`src/rtl/nibble_command_sensor_slave_macros.svh`:
```
// ----------------------------------------------------------------------------
// nibble_command_sensor_slave_macros.svh
// Assertion macros shared by the RTL files. Each expects clk and arst_n in scope.
// ----------------------------------------------------------------------------
`ifndef NIBBLE_COMMAND_SENSOR_SLAVE_MACROS_SVH
`define NIBBLE_COMMAND_SENSOR_SLAVE_MACROS_SVH

// same-cycle implication
`define NCS_ASSERT_IMP(lbl, ante, cons) \
	lbl: assert property (@(posedge clk) disable iff (!arst_n) (ante) |-> (cons)) \
		else $error("ncs assertion failed");

// next-cycle implication
`define NCS_ASSERT_NXT(lbl, ante, cons) \
	lbl: assert property (@(posedge clk) disable iff (!arst_n) (ante) |=> (cons)) \
		else $error("ncs assertion failed");

`endif

```
`src/rtl/ncs_pkg.sv`:
```
// ----------------------------------------------------------------------------
// ncs_pkg
// Types and constants of the nibble command / sensor slave.
// ----------------------------------------------------------------------------
package ncs_pkg;

	localparam int SAMPLE_W        = 10;  // width of the sample_value port
	localparam int SAMPLE_MAX_BITS = 12;  // widest stored sample
	localparam int THR_W           = 10;
	localparam int NIB_W           = 4;
	localparam int RUN_MAX         = 4;   // most words one item produces
	localparam int RUN_IDX_W       = 2;

	localparam logic [THR_W-1:0] HIGH_RESET = 10'd520;
	localparam logic [THR_W-1:0] LOW_RESET  = 10'd360;

	localparam logic [NIB_W-1:0] REPLY_ACK = 4'hE;
	localparam logic [NIB_W-1:0] REPLY_OFF = 4'hC;

	typedef enum logic [NIB_W-1:0] {
		CMD_RESET  = 4'h0,
		CMD_PING   = 4'h1,
		CMD_GET    = 4'h2,
		CMD_TOGGLE = 4'h3,
		CMD_LIGHT  = 4'hD
	} cmd_t;

	typedef enum logic {
		REG_HIGH = 1'b0,
		REG_LOW  = 1'b1
	} reg_idx_t;

	typedef enum logic {
		OP_COMMAND = 1'b0,
		OP_SAMPLE  = 1'b1
	} op_t;

	// one item's worth of result words; word 0 goes out first
	typedef struct packed {
		logic [RUN_MAX-1:0][NIB_W-1:0] nibs;
		logic [RUN_IDX_W-1:0]          last_idx;
		logic                          reply_valid;
		logic                          led;
	} run_t;

endpackage

```
`src/rtl/nibble_command_sensor_slave.sv`:
```
// ----------------------------------------------------------------------------
// nibble_command_sensor_slave
// Command / sensor slave: host command nibbles and converter samples in,
// reply nibbles and LED level out.
// ----------------------------------------------------------------------------
// Usage:
//   Item channel (item_valid / item_stall): opcode selects a command nibble
//   (command_code) or a converter sample (sample_value). Result channel
//   (result_valid / result_stall) carries reply_nibble, reply_valid,
//   last_of_run and led_level; last_of_run marks the final word of an item.
//   Configuration: cfg_we writes cfg_data to high (index 0) or low (index 1)
//   threshold; write only while the block is idle.
//   Path: an accepted item is registered in the input register, then loaded
//   into the result register, which drives its first word.
//   Throughput: one item per cycle while result_stall is low, except GET,
//   which holds the result register for its four words; the result register,
//   which sends one word per cycle when not stalled, sets this rate.
//   Reset: thresholds return to 520 / 360, stored sample and latch clear,
//   sampling is enabled, LED state off (led_level is not reset), both registers empty.
//   When the receiver stalls, the current word holds; one further item waits
//   in the input register and item_stall rises until the run is taken.
// ----------------------------------------------------------------------------
module nibble_command_sensor_slave #(
	parameter int SAMPLE_BITS = 10
) (
	input  logic                          clk,
	input  logic                          arst_n,
	input  logic                          item_valid,
	output logic                          item_stall,
	input  logic                          opcode,
	input  logic [ncs_pkg::NIB_W-1:0]     command_code,
	input  logic [ncs_pkg::SAMPLE_W-1:0]  sample_value,
	input  logic                          cfg_we,
	input  logic                          cfg_index,
	input  logic [ncs_pkg::THR_W-1:0]     cfg_data,
	output logic                          result_valid,
	input  logic                          result_stall,
	output logic [ncs_pkg::NIB_W-1:0]     reply_nibble,
	output logic                          reply_valid,
	output logic                          last_of_run,
	output logic                          led_level
);

	logic          run_ready;
	logic          run_load;
	ncs_pkg::run_t run;

	ncs_exec #(
		.SAMPLE_BITS(SAMPLE_BITS)
	) u_exec (
		.clk          (clk),
		.arst_n       (arst_n),
		.item_valid   (item_valid),
		.item_stall   (item_stall),
		.opcode       (opcode),
		.command_code (command_code),
		.sample_value (sample_value),
		.cfg_we       (cfg_we),
		.cfg_index    (cfg_index),
		.cfg_data     (cfg_data),
		.run_ready    (run_ready),
		.run_load     (run_load),
		.run          (run)
	);

	ncs_reply u_reply (
		.clk          (clk),
		.arst_n       (arst_n),
		.run_load     (run_load),
		.run          (run),
		.run_ready    (run_ready),
		.result_valid (result_valid),
		.result_stall (result_stall),
		.reply_nibble (reply_nibble),
		.reply_valid  (reply_valid),
		.last_of_run  (last_of_run),
		.led_level    (led_level)
	);

endmodule

```
`src/rtl/ncs_exec.sv`:
```
// ----------------------------------------------------------------------------
// ncs_exec
// Input register, configuration and state registers, and the step logic that
// turns one registered item into a run of result words.
// ----------------------------------------------------------------------------
module ncs_exec #(
	parameter int SAMPLE_BITS = 10
) (
	input  logic                           clk,
	input  logic                           arst_n,
	input  logic                           item_valid,
	output logic                           item_stall,
	input  logic                           opcode,
	input  logic [ncs_pkg::NIB_W-1:0]      command_code,
	input  logic [ncs_pkg::SAMPLE_W-1:0]   sample_value,
	input  logic                           cfg_we,
	input  logic                           cfg_index,
	input  logic [ncs_pkg::THR_W-1:0]      cfg_data,
	input  logic                           run_ready,
	output logic                           run_load,
	output ncs_pkg::run_t                  run
);

	`include "nibble_command_sensor_slave_macros.svh"

	localparam int CMP_W = (SAMPLE_BITS > ncs_pkg::THR_W) ? SAMPLE_BITS : ncs_pkg::THR_W;

	logic                          valid_s1;
	logic                          opcode_s1;
	logic [ncs_pkg::NIB_W-1:0]     cmd_s1;
	logic [SAMPLE_BITS-1:0]        sample_s1;
	logic [SAMPLE_BITS-1:0]        sample_in;

	logic [ncs_pkg::THR_W-1:0]     high_q, low_q;
	logic [SAMPLE_BITS-1:0]        stored_q, stored_d;
	logic                          latch_q, latch_d;
	logic                          en_q, en_d;
	logic                          led_q, led_d;

	logic [ncs_pkg::SAMPLE_MAX_BITS-1:0] stored_ext;
	logic [CMP_W-1:0]                    samp_cmp, high_cmp, low_cmp;
	logic                                item_acc;

	generate
		if (SAMPLE_BITS <= ncs_pkg::SAMPLE_W) begin : g_trunc
			assign sample_in = sample_value[SAMPLE_BITS-1:0];
		end else begin : g_ext
			assign sample_in = SAMPLE_BITS'(sample_value);
		end
	endgenerate

	assign run_load   = valid_s1 && run_ready;
	assign item_stall = valid_s1 && !run_ready;
	assign item_acc   = item_valid && !item_stall;

	always_ff @(posedge clk or negedge arst_n) begin
		if (!arst_n) begin
			valid_s1 <= 1'b0;
		end else if (item_acc) begin
			valid_s1 <= 1'b1;
		end else if (run_load) begin
			valid_s1 <= 1'b0;
		end
	end

	always_ff @(posedge clk) begin
		if (item_acc) begin
			opcode_s1 <= opcode;
			cmd_s1    <= command_code;
			sample_s1 <= sample_in;
		end
	end

	always_ff @(posedge clk or negedge arst_n) begin
		if (!arst_n) begin
			high_q <= ncs_pkg::HIGH_RESET;
			low_q  <= ncs_pkg::LOW_RESET;
		end else if (cfg_we) begin
			case (ncs_pkg::reg_idx_t'(cfg_index))
				ncs_pkg::REG_HIGH: high_q <= cfg_data;
				ncs_pkg::REG_LOW:  low_q  <= cfg_data;
				default: ;
			endcase
		end
	end

	always_ff @(posedge clk or negedge arst_n) begin
		if (!arst_n) begin
			stored_q <= '0;
			latch_q  <= 1'b0;
			en_q     <= 1'b1;
			led_q    <= 1'b0;
		end else if (run_load) begin
			stored_q <= stored_d;
			latch_q  <= latch_d;
			en_q     <= en_d;
			led_q    <= led_d;
		end
	end

	assign stored_ext = ncs_pkg::SAMPLE_MAX_BITS'(stored_q);
	assign samp_cmp   = CMP_W'(sample_s1);
	assign high_cmp   = CMP_W'(high_q);
	assign low_cmp    = CMP_W'(low_q);

	always_comb begin
		stored_d         = stored_q;
		latch_d          = latch_q;
		en_d             = en_q;
		led_d            = led_q;
		run.nibs         = '0;
		run.last_idx     = '0;
		run.reply_valid  = 1'b1;
		if (ncs_pkg::op_t'(opcode_s1) == ncs_pkg::OP_SAMPLE) begin
			run.reply_valid = 1'b0;
			if (en_q) begin
				stored_d = sample_s1;
				if (samp_cmp > high_cmp) begin
					led_d = 1'b1;
				end else if (!latch_q && samp_cmp < low_cmp) begin
					led_d = 1'b0;
				end else if (latch_q) begin
					led_d = 1'b1;
				end
			end
		end else begin
			case (ncs_pkg::cmd_t'(cmd_s1))
				ncs_pkg::CMD_GET: begin
					run.nibs[0]  = stored_ext[11:8];
					run.nibs[1]  = stored_ext[7:4];
					run.nibs[2]  = stored_ext[3:0];
					run.nibs[3]  = ncs_pkg::REPLY_ACK;
					run.last_idx = ncs_pkg::RUN_IDX_W'(ncs_pkg::RUN_MAX - 1);
				end
				ncs_pkg::CMD_LIGHT: begin
					latch_d = !latch_q;
					if (latch_q) begin
						run.nibs[0] = ncs_pkg::REPLY_OFF;
					end else begin
						led_d       = 1'b1;
						run.nibs[0] = ncs_pkg::REPLY_ACK;
					end
				end
				ncs_pkg::CMD_RESET: begin
					stored_d    = '0;
					run.nibs[0] = ncs_pkg::REPLY_ACK;
				end
				ncs_pkg::CMD_PING: begin
					run.nibs[0] = ncs_pkg::REPLY_ACK;
				end
				ncs_pkg::CMD_TOGGLE: begin
					en_d        = !en_q;
					run.nibs[0] = en_q ? ncs_pkg::REPLY_OFF : ncs_pkg::REPLY_ACK;
				end
				default: begin
					run.nibs[0] = cmd_s1;
				end
			endcase
		end
		run.led = led_d;
	end

	`NCS_ASSERT_IMP(a_stall_needs_item, item_stall, valid_s1)
	`NCS_ASSERT_NXT(a_held_item_stays, item_stall, valid_s1 && $stable(cmd_s1))

endmodule

```
`src/rtl/ncs_reply.sv`:
```
// ----------------------------------------------------------------------------
// ncs_reply
// Result register: holds one run and sends its words one per cycle unless stalled.
// ----------------------------------------------------------------------------
module ncs_reply (
	input  logic                          clk,
	input  logic                          arst_n,
	input  logic                          run_load,
	input  ncs_pkg::run_t                 run,
	output logic                          run_ready,
	output logic                          result_valid,
	input  logic                          result_stall,
	output logic [ncs_pkg::NIB_W-1:0]     reply_nibble,
	output logic                          reply_valid,
	output logic                          last_of_run,
	output logic                          led_level
);

	`include "nibble_command_sensor_slave_macros.svh"

	logic                                           busy_q;
	logic [ncs_pkg::RUN_MAX-1:0][ncs_pkg::NIB_W-1:0] nib_q;
	logic [ncs_pkg::RUN_IDX_W-1:0]                  cnt_q;
	logic                                           rv_q;
	logic                                           led_q;
	logic                                           out_acc;

	assign out_acc      = busy_q && !result_stall;
	assign last_of_run  = (cnt_q == '0);
	assign run_ready    = !busy_q || (out_acc && last_of_run);
	assign result_valid = busy_q;
	assign reply_nibble = nib_q[0];
	assign reply_valid  = rv_q;
	assign led_level    = led_q;

	always_ff @(posedge clk or negedge arst_n) begin
		if (!arst_n) begin
			busy_q <= 1'b0;
		end else if (run_load) begin
			busy_q <= 1'b1;
		end else if (out_acc && last_of_run) begin
			busy_q <= 1'b0;
		end
	end

	always_ff @(posedge clk) begin
		if (run_load) begin
			nib_q <= run.nibs;
			cnt_q <= run.last_idx;
			rv_q  <= run.reply_valid;
			led_q <= run.led;
		end else if (out_acc && !last_of_run) begin
			// move the next word to the front
			for (int i = 0; i < ncs_pkg::RUN_MAX - 1; i++) begin
				nib_q[i] <= nib_q[i+1];
			end
			nib_q[ncs_pkg::RUN_MAX-1] <= '0;
			cnt_q <= cnt_q - 1'b1;
		end
	end

	`NCS_ASSERT_IMP(a_load_when_free, run_load, run_ready)
	`NCS_ASSERT_IMP(a_sample_single, result_valid && !reply_valid, last_of_run)
	`NCS_ASSERT_NXT(a_run_continues, out_acc && !last_of_run, result_valid && $stable(reply_valid))

endmodule

```
`config.mk`:
```
export PLATFORM = sky130hd
export DESIGN_NAME = nibble_command_sensor_slave
export DESIGN_NICKNAME = d
export VERILOG_FILES = /design/src/rtl/ncs_pkg.sv /design/src/rtl/nibble_command_sensor_slave.sv /design/src/rtl/ncs_exec.sv /design/src/rtl/ncs_reply.sv
export VERILOG_INCLUDE_DIRS = /design/src /design/src/rtl
export SDC_FILE = /design/constraint.sdc
export NUM_CORES = 1
export LEC_CHECK = 0
export BUFFER_PORTS_ARGS = -buffer_cell sky130_fd_sc_hd__clkbuf_2
export CAP_MARGIN = 30
export CORE_AREA = 2 2 79 81
export DETAILED_ROUTE_END_ITERATION = 16
export DIE_AREA = 0 0 81 83
export PLACE_DENSITY = 0.84
export REMOVE_ABC_BUFFERS = 1
export SLEW_MARGIN = 20
export SYNTH_ARGS = -nofsm -noshare
export SYNTH_HDL_FRONTEND = slang
export SYNTH_SLANG_ARGS = --single-unit
```
`constraint.sdc`:
```
create_clock -name clk -period 2.5 [get_ports clk]
set_input_delay 0.5 -clock clk [delete_from_list [all_inputs] [get_ports clk]]
set_output_delay 0.5 -clock clk [all_outputs]
set_load 0.005 [all_outputs]
```
* Word level (Yosys, flattened, before mapping)
Index checks and enable logic that the tools add are counted.
** Word-level totals
- Logic and storage cells :: 80
- Register bits :: 70
- Bits of input ports :: 31
- Output and inout port bits :: 9
** Cells by class
- Add/sub/neg operators :: 1
- Bitwise operators :: 2
- Reductions and logical operators :: 27
- Equality and inequality tests :: 5
- $lt $le $gt $ge :: 2
- Multiplexer cells :: 25
** Operators by type and width (number)
- 2-to-1 mux 16 bit :: 2
- 2-to-1 mux 10 bit :: 3
- 2-to-1 mux 18 bit :: 1
- case mux 4 bit (4 select lines) :: 1
- 2-to-1 mux 1 bit :: 12
- 2-to-1 mux 12 bit :: 1
- > comparator 10 bit :: 1
- less-than comparator 10 bit :: 1
- 2-to-1 mux 2 bit :: 5
- AND reduction 3 bit :: 3
- == test 4 x 2 -> 1 bit, second input constant :: 2
- nonzero test 2 bit :: 4
- logical AND 1 bit :: 7
- logical NOT 1 bit :: 7
- == test 4 x 1 -> 1 bit, second input constant :: 1
- == test 4 bit, second input constant :: 1
- logical NOT 4 bit :: 1
- AND reduction 2 bit :: 2
- logical NOT 2 bit :: 1
- != test 2 bit, second input constant :: 1
- inverter 1 bit :: 2
- OR reduction 2 bit :: 1
- subtractor 2 x 1 -> 2 bit, second input constant :: 1
- logical OR 1 bit :: 1

* Depth between registers and ports, before layout
Gate-level depths: netlist of run 1.
- Depth in word-level cells :: 9
- Mapped depth :: 8
- Depth with buffers taken out :: 7

* By module
A second synthesis of run 1 with hierarchy kept.
** Unflattened totals
- Cells, all modules :: 298
- Area, all modules :: 3497.1 µm²
** Modules (own cells, without submodules)
- ncs_exec :: cells each 244, instances 1, seq. area each 1310.0 µm², area each 2542.4 µm²
- ncs_reply :: cells each 54, instances 1, seq. area each 625.6 µm², area each 954.7 µm²

* Least setup slack after synthesis of run 1
Ideal clock, no wire load.
- Kind :: register to register
- From :: register u_exec.high_q, in the netlist u_exec.high_cmp[9]
- To :: register u_reply.led_q, in the netlist u_reply.led_level, data pin
- Buffers on the path :: 0
- Stages on the path, launching flop included :: 7
- Setup slack :: 601 ps
- Period minus slack after synthesis :: 1899 ps
- Data arrival time :: 1631 ps
- Path through :: dfstp_2 -> inv_1 -> ha_1 -> nand4_2 -> or4_4 -> o311ai_2 -> a21oi_1
** RTL lines
- start, declared :: RTL line ncs_exec.sv:34 : logic [ncs_pkg::THR_W-1:0] high_q, low_q;
- start signal, assigned :: RTL line ncs_exec.sv:76 : high_q <= ncs_pkg::HIGH_RESET;
- start signal, assigned :: RTL line ncs_exec.sv:80 : ncs_pkg::REG_HIGH: high_q <= cfg_data;
- end signal, assigned :: RTL line ncs_reply.sv:51 : led_q <= run.led;
- end, declared :: RTL line ncs_reply.sv:25 : logic led_q;

* Worst setup path after layout of run 1
- From :: register u_reply.cnt_q[0] in the netlist's numbering
- To :: output item_stall
** Between the ends
- Longest elaborated chain between the ends :: 5
** Ends and longest elaborated chain
- start, declared :: RTL line ncs_reply.sv:23 : logic [ncs_pkg::RUN_IDX_W-1:0] cnt_q;
- start signal, assigned :: RTL line ncs_reply.sv:49 : cnt_q <= run.last_idx;
- start signal, assigned :: RTL line ncs_reply.sv:58 : cnt_q <= cnt_q - 1'b1;
- logical NOT 2 bit :: RTL line ncs_reply.sv:29 : assign last_of_run = (cnt_q == '0);
- logical AND 1 bit :: RTL line ncs_reply.sv:30 : assign run_ready = !busy_q || (out_acc && last_of_run);
- logical OR 1 bit :: RTL line ncs_reply.sv:30
- logical NOT 1 bit :: RTL line ncs_exec.sv:53 : assign item_stall = valid_s1 && !run_ready;
- logical AND 1 bit :: RTL line ncs_exec.sv:53
- end, declared :: RTL line nibble_command_sensor_slave.sv:29 : output logic item_stall,
No other way between the ends.

==> results.json, run 1 <==
{
  "floorplan.initialDensity_pct": 54.0,
  "post_cts_buffers": 0,
  "synthDistinctLibCells": 43,
  "synth_top_cells_by_count": "sky130_fd_sc_hd__edfxtp_1 (32), sky130_fd_sc_hd__inv_1 (29), sky130_fd_sc_hd__dfrtp_1 (28)",
  "dominantRegCellSynth": "sky130_fd_sc_hd__edfxtp_1",
  "maxCapViolCount": 0,
  "grt_setup_unrepaired": "false",
  "post_synth_inst_count": 256,
  "cts_resized": 0,
  "timing.critical_path.arrival_ns": 1.59,
  "fin_crit_ns": 2.09,
  "drt_pass1_iterations": 5,
  "floorplan.rows": 28,
  "worst-setup-path-type": "register to primary output",
  "antennaDiodeCount": 0,
  "post-synth-top-area-fraction_pct": 30.6,
  "dp_hpwl_um": 4370,
  "whs_ns": 0.0622,
  "via_count": 2048,
  "root_buffer": "sky130_fd_sc_hd__clkbuf_8",
  "grt_pass1_vias": 2107,
  "max-slew-margin-rel_pct": 40.7,
  "ys_warn_count": 0,
  "floorplan.core_area_um2": 5820,
  "outcome": "completed",
  "finalWorstSetupSlack_ns": 0.414,
  "die-height_um": 83,
  "synth-edff-count": 32,
  "clock_sinks": 67,
  "synthesis.area_per_instance_um2": 12.3,
  "setup_violations": 0,
  "multi_input_area_um2": 1100,
  "cts.path.max_buffers": 2,
  "stdcell_count": 379,
  "grtUsageTotal_pct": 19.5,
  "area_overhead_of_the_layout_relative_to_synthesis_pct": 14.0,
  "yosysMostFrequentCell": "sky130_fd_sc_hd__edfxtp_1",
  "drt-wirelength-per-cell_um": 15.6,
  "dpl_cell_area_um2": 3380,
  "tritoncts.num_buffers": 9,
  "finalHoldViolCount": 0,
  "grt_remaining_overflow": 0,
  "cts_tree": "built",
  "fp.dieW_um": 81,
  "static-leakage-power_nw": 1.61,
  "worstMarginPinSlew_ns": 0.882,
  "post-route-drc-count": 0,
  "sequential_standard_cell_area_um2": 1850,
  "antenna_found_initial": 0,
  "crit_fanout": 3,
  "setup_skew_ns": 0.00287,
  "setup_total_negative_slack_ns": 0,
  "fillers": 511,
  "setup.worst_path.end_class": "primary output",
  "worst_hold_path_type": "input port to async pin",
  "slew_violations": 0,
  "max_freq_ghz": 0.479,
  "number_of_storage_elements_in_the_synthesis_netlist": 67,
  "pwr_density_cell_nw_per_um2": 827,
  "synth-seq-area-share_pct": 58.8,
  "grt_max_degree": 36,
  "r2r_slack_ns": 0.47,
  "post-place-cells": 362,
  "stdcell_area_um2": 3580,
  "post_route_cells_drive_above_1_share_pct": 27.0,
  "routabilityCongestion": 0.811,
  "worstPathRequired_ns": 2.00,
  "num-nets-final": 350,
  "post_drt_via_cell_ratio": 5.40,
  "dpl_worst_slack_ns": 0.484,
  "initialDrtViolationCount": 130,
  "grt_pass1_wl_um": 9890,
  "die_area_um2": 6720,
  "drt-total-wl_um": 5900,
  "irDropWorstVdd_uv": 522,
  "htreeDepth": 3,
  "final_antenna_net_count": 0,
  "synth.top_cells.by_area": "sky130_fd_sc_hd__edfxtp_1 (31%), sky130_fd_sc_hd__dfrtp_1 (22%), sky130_fd_sc_hd__ha_1 (8.0%), sky130_fd_sc_hd__dfstp_2 (5.9%), sky130_fd_sc_hd__a22o_1 (4.7%)",
  "worst_skew_pair.late_latency_ns": 0.33,
  "ys_async_sr_fraction_pct": 52.2,
  "cts.clk_slew.worst_paths_ns": 0.07,
  "mappedNetlistArea_um2": 3140,
  "ctsHoldBuffers": 0,
  "critical_path.startpoint_type": "register",
  "pin_count": 40,
  "synth_largest_area_cell": "sky130_fd_sc_hd__edfxtp_1",
  "fin_crit_sh_pct": 83.5,
  "buffer_ports.inserted": 39
}
## through the flow
step	util, %	power (mW)
floorplan	-	1.91
global placement	58.0	2.09
detailed placement	58.0	2.14
CTS	61.1	2.97
global route	61.6	3.11
finish	61.6	2.96
## per-layer routing
metal	GRT usage (%)	part of all wire [%]	vias up	wire (µm)
met5	0	0	-	0
met2	32.5	52	59	3060
li1	-	-	999	-
met1	24.3	42	980	2480
met4	8.17	1.8	0	107
met3	3.80	4.3	10	254
## report_power, final
part,internal (mW),switching (mW),total [mW]
clock network,0.458,0.386,0.844
logic,0.282,0.296,0.578
registers,1.40,0.138,1.54
total,2.14,0.820,2.96
## cell type report
cell class	count	area share (%)
well taps	75	2.62
multi-input cells	148	30.8
clock inverters	3	1.08
flip-flops and latches	67	51.5
inverters	29	3.04
repair buffers	44	7.06
clock buffers	13	3.88
## path summary, 6_finish.rpt
path,to,depth (start not counted),startpoint
max,item_stall,8,u_reply.cnt_q[0]
max reg2reg,u_reply.nib_q[6],6,u_reply.cnt_q[0]
min in group clk,u_exec.samp_cmp[5],1,sample_value[5]
min,u_exec.low_cmp[7],1,arst_n
min reg2reg,u_exec.low_cmp[7],1,u_exec.low_cmp[7]
max in group asynchronous,u_exec.en_q,2,arst_n
## logic make-up after synthesis
family / synth area share (%)
flops: 58.8
compound gates: 13.1
simple gates: 9.52
buf+inv: 6.14
fa+ha+maj: 7.97
mux: 3.94
xor+xnor: 0.558
## worst max-delay path, stage by stage (launching register included)
cell and delay (ns):
sky130_fd_sc_hd__edfxtp_1 0.37, sky130_fd_sc_hd__inv_1 0.09, sky130_fd_sc_hd__ha_1 0.20, sky130_fd_sc_hd__inv_1 0.06, sky130_fd_sc_hd__o21ai_0 0.20, sky130_fd_sc_hd__inv_1 0.07
sky130_fd_sc_hd__nand2_1 0.11, sky130_fd_sc_hd__inv_1 0.05, sky130_fd_sc_hd__clkbuf_2 0.10
## sequential cells by signal (all words and copies together), names as in the netlist
signal,cells
u_exec.high_cmp,10
u_reply.reply_nibble,4
u_reply.result_valid,1
u_exec.samp_cmp,10
u_exec.en_q,1
u_reply.cnt_q,2
u_reply.nib_q,9
u_exec.low_cmp,10
u_exec.opcode_s1,1
u_exec.cmd_s1,4
u_exec.latch_q,1
u_reply.reply_valid,1
u_exec.led_q,1
u_exec.valid_s1,1
u_reply.led_level,1
u_exec.stored_q,10
## cells in the final DEF (no fill, tap or decap), types with 2 or more instances in the layout
| cell type | count |
|---|---|
| sky130_fd_sc_hd__clkbuf_8 | 9 |
| sky130_fd_sc_hd__nor2b_1 | 2 |
| sky130_fd_sc_hd__a21o_1 | 4 |
| sky130_fd_sc_hd__clkbuf_1 | 4 |
| sky130_fd_sc_hd__edfxtp_1 | 32 |
| sky130_fd_sc_hd__a22o_1 | 17 |
| sky130_fd_sc_hd__o211ai_1 | 2 |
| sky130_fd_sc_hd__and2_1 | 3 |
| sky130_fd_sc_hd__clkbuf_2 | 39 |
| sky130_fd_sc_hd__o21bai_1 | 2 |
| sky130_fd_sc_hd__dfstp_2 | 7 |
| sky130_fd_sc_hd__dfrtp_1 | 28 |
| sky130_fd_sc_hd__a21oi_1 | 9 |
| sky130_fd_sc_hd__ha_1 | 20 |
| sky130_fd_sc_hd__nand3_1 | 2 |
| sky130_fd_sc_hd__nand4_1 | 3 |
| sky130_fd_sc_hd__nor3_1 | 3 |
| sky130_fd_sc_hd__a31oi_1 | 3 |
| sky130_fd_sc_hd__nand2b_1 | 4 |
| sky130_fd_sc_hd__nor2_2 | 2 |
| sky130_fd_sc_hd__inv_1 | 29 |
| sky130_fd_sc_hd__o21ai_0 | 13 |
| sky130_fd_sc_hd__mux2_2 | 11 |
| sky130_fd_sc_hd__buf_4 | 4 |
| sky130_fd_sc_hd__nand2_1 | 25 |
| sky130_fd_sc_hd__nor2_1 | 6 |
No activity file was read; power rests on OpenSTA's default activity.
==> run 2, diff against run 1 <==
--- a/config.mk
+++ b/config.mk
@@ -6,12 +6,13 @@
 export SDC_FILE = /design/constraint.sdc
 export NUM_CORES = 1
 export LEC_CHECK = 0
+export ABC_AREA = 1
 export BUFFER_PORTS_ARGS = -buffer_cell sky130_fd_sc_hd__clkbuf_2
 export CAP_MARGIN = 30
-export CORE_AREA = 2 2 79 81
+export CORE_AREA = 2 2 81 83
 export DETAILED_ROUTE_END_ITERATION = 16
-export DIE_AREA = 0 0 81 83
-export PLACE_DENSITY = 0.84
+export DIE_AREA = 0 0 83 85
+export PLACE_DENSITY = 0.83
 export REMOVE_ABC_BUFFERS = 1
 export SLEW_MARGIN = 20
 export SYNTH_ARGS = -nofsm -noshare
==> constraint.sdc (replaced) <==
create_clock -name clk -period 2.1 [get_ports clk]
set_input_delay 0.42 -clock clk [delete_from_list [all_inputs] [get_ports clk]]
set_output_delay 0.42 -clock clk [all_outputs]
set_load 0.005 [all_outputs]
==> run 2 against run 1 <==
Against the previous run:
- design area grew 4.8%
- total power grew 57%
- core utilization shrank 1.1 points
- sequential share of layout area shrank 2.3 points
- critical endpoint unchanged
- largest cell class unchanged
==> results.json, run 2 <==
{
  "outcome": "completed",
  "buffer_ports.inserted": 39,
  "dp_hpwl_um": 4570,
  "final_antenna_net_count": 0,
  "clockPowerShare_pct": 27.2,
  "finalHoldViolCount": 0,
  "fin_crit_sh_pct": 89.2,
  "root_buffer": "sky130_fd_sc_hd__clkbuf_8",
  "layout_commonest_cell": "sky130_fd_sc_hd__nand2_1",
  "synth-edff-count": 32,
  "power.internal_mw": 3.16,
  "slew_violations": 0,
  "via_count": 2328,
  "cts_resized": 0,
  "grt_remaining_overflow": 0,
  "initialDrtViolationCount": 196,
  "synth.top_cells.by_area": "sky130_fd_sc_hd__edfxtp_1 (29%), sky130_fd_sc_hd__dfrtp_1 (21%), sky130_fd_sc_hd__nand2_1 (8.7%), sky130_fd_sc_hd__ha_1 (7.7%), sky130_fd_sc_hd__inv_1 (7.4%)",
  "ys_warn_count": 0,
  "grt_pass1_wl_um": 10500,
  "antenna_found_initial": 0,
  "cts.clk_slew.worst_paths_ns": 0.07,
  "dominantRegCellSynth": "sky130_fd_sc_hd__edfxtp_1",
  "post_drt_via_cell_ratio": 5.03,
  "finalCoreUtilization_pct": 60.5,
  "power.share.switching_pct": 32.1,
  "maxCapViolCount": 0,
  "synth_largest_area_cell": "sky130_fd_sc_hd__edfxtp_1",
  "cts_tree": "built",
  "grt_setup_unrepaired": "false",
  "whs_ns": 0.108,
  "r2r_slack_ns": 0.30,
  "drt_pass1_iterations": 4,
  "mappedNetlistArea_um2": 3270,
  "ys_async_sr_fraction_pct": 52.2,
  "tritoncts.num_buffers": 9,
  "grt_max_degree": 36,
  "routabilityCongestion": 0.846,
  "max_freq_ghz": 0.534,
  "power_spent_charging_and_discharging_nets_mw": 1.50,
  "grt_pass1_vias": 2329,
  "num-nets-final": 432,
  "drt-wirelength-per-cell_um": 13.5,
  "post-synth-top-area-fraction_pct": 29.4,
  "comb_power_share_pct": 26.8,
  "seq_power_share_pct": 46.0,
  "drt-total-wl_um": 6230,
  "post_synth_inst_count": 339,
  "die_area_um2": 7060,
  "post-route-drc-count": 0,
  "irDropWorstVdd_uv": 683,
  "clock_sinks": 67,
  "post_route_cells_drive_above_1_share_pct": 20.7,
  "yosysMostFrequentCell": "sky130_fd_sc_hd__nand2_1",
  "floorplan.initialDensity_pct": 52.7,
  "cts.path.max_buffers": 2,
  "fp.dieW_um": 83,
  "floorplan.rows": 29,
  "fin_crit_ns": 1.87,
  "htreeDepth": 3,
  "antennaDiodeCount": 0,
  "critical_path.startpoint_type": "register",
  "setup_violations": 0,
  "max-slew-margin-rel_pct": 59.5,
  "static-leakage-power_nw": 1.83,
  "setup.worst_path.end_class": "primary output",
  "crit_fanout": 3,
  "post_cts_buffers": 0,
  "floorplan.core_area_um2": 6200,
  "grtUsageTotal_pct": 19.1,
  "synth-seq-area-share_pct": 56.5,
  "ctsHoldBuffers": 0,
  "synthDistinctLibCells": 30,
  "number_of_storage_elements_in_the_synthesis_netlist": 67,
  "worst-setup-path-type": "register to primary output",
  "pwr_density_cell_nw_per_um2": 1240,
  "worst_hold_path_type": "input port to async pin",
  "timing.critical_path.arrival_ns": 1.45,
  "worstPathRequired_ns": 1.68,
  "worstMarginPinSlew_ns": 0.606,
  "area_overhead_of_the_layout_relative_to_synthesis_pct": 14.8,
  "pin_count": 40,
  "worst_skew_pair.late_latency_ns": 0.35,
  "layout.cells.most_common_list": "sky130_fd_sc_hd__nand2_1 (76), sky130_fd_sc_hd__inv_1 (64), sky130_fd_sc_hd__clkbuf_2 (39)",
  "synthesis.area_per_instance_um2": 9.64,
  "synth_top_cells_by_count": "sky130_fd_sc_hd__nand2_1 (76), sky130_fd_sc_hd__inv_1 (64), sky130_fd_sc_hd__o21ai_0 (36)",
  "setup_skew_ns": 0.00586,
  "die-height_um": 85
}
[run 2: cell count changes after synthesis, moves of 9 or more]
cell                      previous run  this run
sky130_fd_sc_hd__a22o_1             17         0
sky130_fd_sc_hd__inv_1              29        64
sky130_fd_sc_hd__mux2_2             11         0
sky130_fd_sc_hd__nand2_1            25        76
sky130_fd_sc_hd__nand3_1             2        18
sky130_fd_sc_hd__nor2_1              6        15
sky130_fd_sc_hd__o21ai_0            13        36
[run 2: cell families (layout without fill, tap and decap cells)]
group           Yosys count  in the layout  synth area share [%]
compound gates           53             53                  9.34
simple gates            118            118                  16.1
flops                    67             67                  56.5
fa+ha+maj                20             20                  7.66
xor+xnor                  2              2                 0.536
buf+inv                  79            126                  9.92
[run 2: layout make-up]
type                    instances  area, µm²
well taps                      77       96.3
flip-flops and latches         67       1850
repair buffers                 43        225
clock buffers                  10        128
inverters                      67        254
clock inverters                 6        104
multi-input cells             193       1100
fillers                       493       2450
[run 2: worst paths after layout]
check / from / to / cells past startpoint
min in group clk: command_code[2] / u_exec.cmd_s1[2] / 1
min reg2reg: u_exec.high_cmp[6] / u_exec.high_cmp[6] / 2
max in group asynchronous: arst_n / u_exec.low_cmp[3] / 2
max reg2reg: u_exec.high_cmp[9] / u_reply.led_level / 10
max: u_reply.cnt_q[0] / item_stall / 6
min: arst_n / u_exec.stored_q[5] / 2
[run 2: critical path, stage by stage, from the launching register on]
cell                       delay [ns]
sky130_fd_sc_hd__edfxtp_1        0.37
sky130_fd_sc_hd__inv_1           0.05
sky130_fd_sc_hd__ha_1            0.24
sky130_fd_sc_hd__nand2_2         0.10
sky130_fd_sc_hd__nand2_4         0.06
sky130_fd_sc_hd__nor2_1          0.16
sky130_fd_sc_hd__clkbuf_2        0.14
[run 2: power groups by stage]
stage	registers [mW]	logic [mW]	clock network, mW
finish	2.14	1.25	1.27
global route	2.19	1.44	1.34
CTS	2.15	1.27	1.28
detailed placement	2.17	1.25	0
global placement	2.15	1.18	0
floorplan	2.11	0.845	0
[run 2: through the flow]
stage	setup TNS (ns)	setup WS, ns	instances	total power [mW]	area [µm²]
floorplan	-0.476	-0.0317	327	2.96	3200
global placement	0	0.369	447	3.33	3520
detailed placement	0	0.304	447	3.42	3520
CTS	0	0.200	463	4.69	3750
global route	0	0.122	463	4.97	3750
finish	0	0.227	463	4.66	3750
[run 2: routing by layer]
layer | track usage [%] | wire length (µm)
met5 | 0 | 0
met4 | 8.79 | 78
met3 | 4.28 | 341
met2 | 33.4 | 3130
met1 | 22.6 | 2680
==> run 3, diff against run 2 <==
==> constraint.sdc (replaced) <==
create_clock -name clk -period 1.9 [get_ports clk]
set_input_delay 0.38 -clock clk [delete_from_list [all_inputs] [get_ports clk]]
set_output_delay 0.38 -clock clk [all_outputs]
set_load 0.005 [all_outputs]
==> run 3 against run 2 <==
Against the previous run:
- total power is 11% higher
- clock skew is 0.0033 ns higher
- die area stayed put
- core utilization is 0.50 points higher
- highest routed layer unchanged
- non-clock buffer count is 1 higher
==> results.json, run 3 (synthesis results as in run 2) <==
{
  "outcome": "completed",
  "post-route-drc-count": 0,
  "grt_pass1_vias": 2271,
  "post_drt_via_cell_ratio": 5.01,
  "worst_skew_pair.late_latency_ns": 0.35,
  "ctsHoldBuffers": 0,
  "initialDrtViolationCount": 160,
  "worst_hold_path_type": "input port to async pin",
  "drt-total-wl_um": 6320,
  "cp_num_buf_inv": 1,
  "setup_total_negative_slack_ns": 0,
  "power_spent_charging_and_discharging_nets_mw": 1.66,
  "power.share.switching_pct": 32.1,
  "drt-wirelength-per-cell_um": 13.6,
  "max-slew-margin-rel_pct": 60.6,
  "stdcell_area_um2": 3780,
  "static-leakage-power_nw": 1.84,
  "fp.dieW_um": 83,
  "die-height_um": 85,
  "area_overhead_of_the_layout_relative_to_synthesis_pct": 15.7,
  "worst-setup-path-type": "register to register",
  "seq_power_share_pct": 45.8,
  "critical_path.startpoint_type": "register",
  "grt_max_degree": 36,
  "critical_path.slowest_cell": "sky130_fd_sc_hd__dfstp_2",
  "stdcell_count": 464,
  "via_count": 2324,
  "cts.clk_slew.worst_paths_ns": 0.07,
  "grt_remaining_overflow": 0,
  "layout.cells.most_common_list": "sky130_fd_sc_hd__nand2_1 (76), sky130_fd_sc_hd__inv_1 (64), sky130_fd_sc_hd__clkbuf_2 (39)",
  "cts_tree": "built",
  "antennaDiodeCount": 0,
  "timing.critical_path.arrival_ns": 1.98,
  "dpl_cell_area_um2": 3540,
  "p_total_mw": 5.17,
  "worstPathRequired_ns": 2.08,
  "buffer_ports.inserted": 39,
  "grtUsageTotal_pct": 19.3,
  "post_cts_buffers": 0,
  "dpl_worst_slack_ns": 0.120,
  "max_freq_ghz": 0.555,
  "setup_violations": 0,
  "grt_pass1_wl_um": 10500,
  "finalCoreUtilization_pct": 61.0,
  "die_area_um2": 7060,
  "tritoncts.num_buffers": 9,
  "setup.worst_path.end_class": "register",
  "root_buffer": "sky130_fd_sc_hd__clkbuf_8",
  "power.internal_mw": 3.51,
  "worstMarginPinSlew_ns": 0.589,
  "floorplan.initialDensity_pct": 52.7,
  "setup_skew_ns": 0.00920,
  "fillers": 505,
  "cts.path.max_buffers": 2,
  "pin_count": 40,
  "fin_crit_ns": 1.80,
  "grt_setup_unrepaired": "false",
  "antenna_found_initial": 0,
  "clock_sinks": 67,
  "post_route_cells_drive_above_1_share_pct": 21.7,
  "floorplan.rows": 29,
  "whs_ns": 0.0671,
  "timing.critical_path.slowest_cell_delay_ns": 0.54,
  "path_common_cell": "sky130_fd_sc_hd__nand2_1",
  "floorplan.core_area_um2": 6200,
  "crit_fanout": 2,
  "htreeDepth": 3,
  "drt_pass1_iterations": 4,
  "critPathTopFamily": "simple AND/OR/NAND/NOR gates",
  "slew_violations": 0,
  "finalHoldViolCount": 0,
  "post-place-cells": 448,
  "num-nets-final": 433,
  "dp_hpwl_um": 4470,
  "layout_commonest_cell": "sky130_fd_sc_hd__nand2_1",
  "routabilityCongestion": 0.832,
  "finalWorstSetupSlack_ns": 0.0980,
  "pwr_density_cell_nw_per_um2": 1370,
  "cts_resized": 0,
  "irDropWorstVdd_uv": 747,
  "maxCapViolCount": 0,
  "fin_crit_sh_pct": 94.8,
  "final_antenna_net_count": 0,
  "comb_power_share_pct": 27.5,
  "clockPowerShare_pct": 26.7,
  "cp_cell_sequence": "inv_1 > ha_1 > nand2_1 > nor2_1 > nand3_1 > nand3_1 > nand2_1 > nand2_1 > nand2_1 > a21boi_0"
}
==> run 3: layout make-up <==
cell class	instances	area [µm²]	area share (%)
inverters	67	254	6.72
flip-flops and latches	67	1850	48.8
multi-input cells	193	1100	29.2
clock inverters	4	70.1	1.85
well taps	77	96.3	2.55
repair buffers	44	245	6.48
clock buffers	12	166	4.40
==> run 3: worst paths after layout <==
path / start / endpoint / slack (ns) / cells past startpoint
setup / recovery: u_exec.high_cmp[3] / u_reply.led_level / 0.1 / 10
hold / removal: arst_n / u_exec.stored_q[2] / 0.07 / 2
setup reg to reg: u_exec.high_cmp[3] / u_reply.led_level / 0.1 / 10
hold reg to reg: u_exec.low_cmp[9] / u_exec.low_cmp[9] / 0.49 / 2
max in group asynchronous: arst_n / u_exec.high_cmp[9] / 1.47 / 2
min in group clk: sample_value[0] / u_exec.samp_cmp[0] / 0.20 / 1
==> run 3: layer usage <==
layer	wire length [µm]	part of all wire [%]	track usage, %
met1	2750	44	23.0
met2	3070	49	32.0
met5	0	0	0
met3	329	5.2	5.84
met4	171	2.7	9.54
==> run 3: power groups by stage <==
| stage | Clock (mW) | Combinational (mW) | Sequential, mW |
|---|---|---|---|
| CTS | 1.41 | 1.43 | 2.37 |
| finish | 1.38 | 1.42 | 2.37 |
| global placement | 0 | 1.34 | 2.36 |
| floorplan | 0 | 0.934 | 2.34 |
| detailed placement | 0 | 1.41 | 2.39 |
| global route | 1.47 | 1.61 | 2.42 |
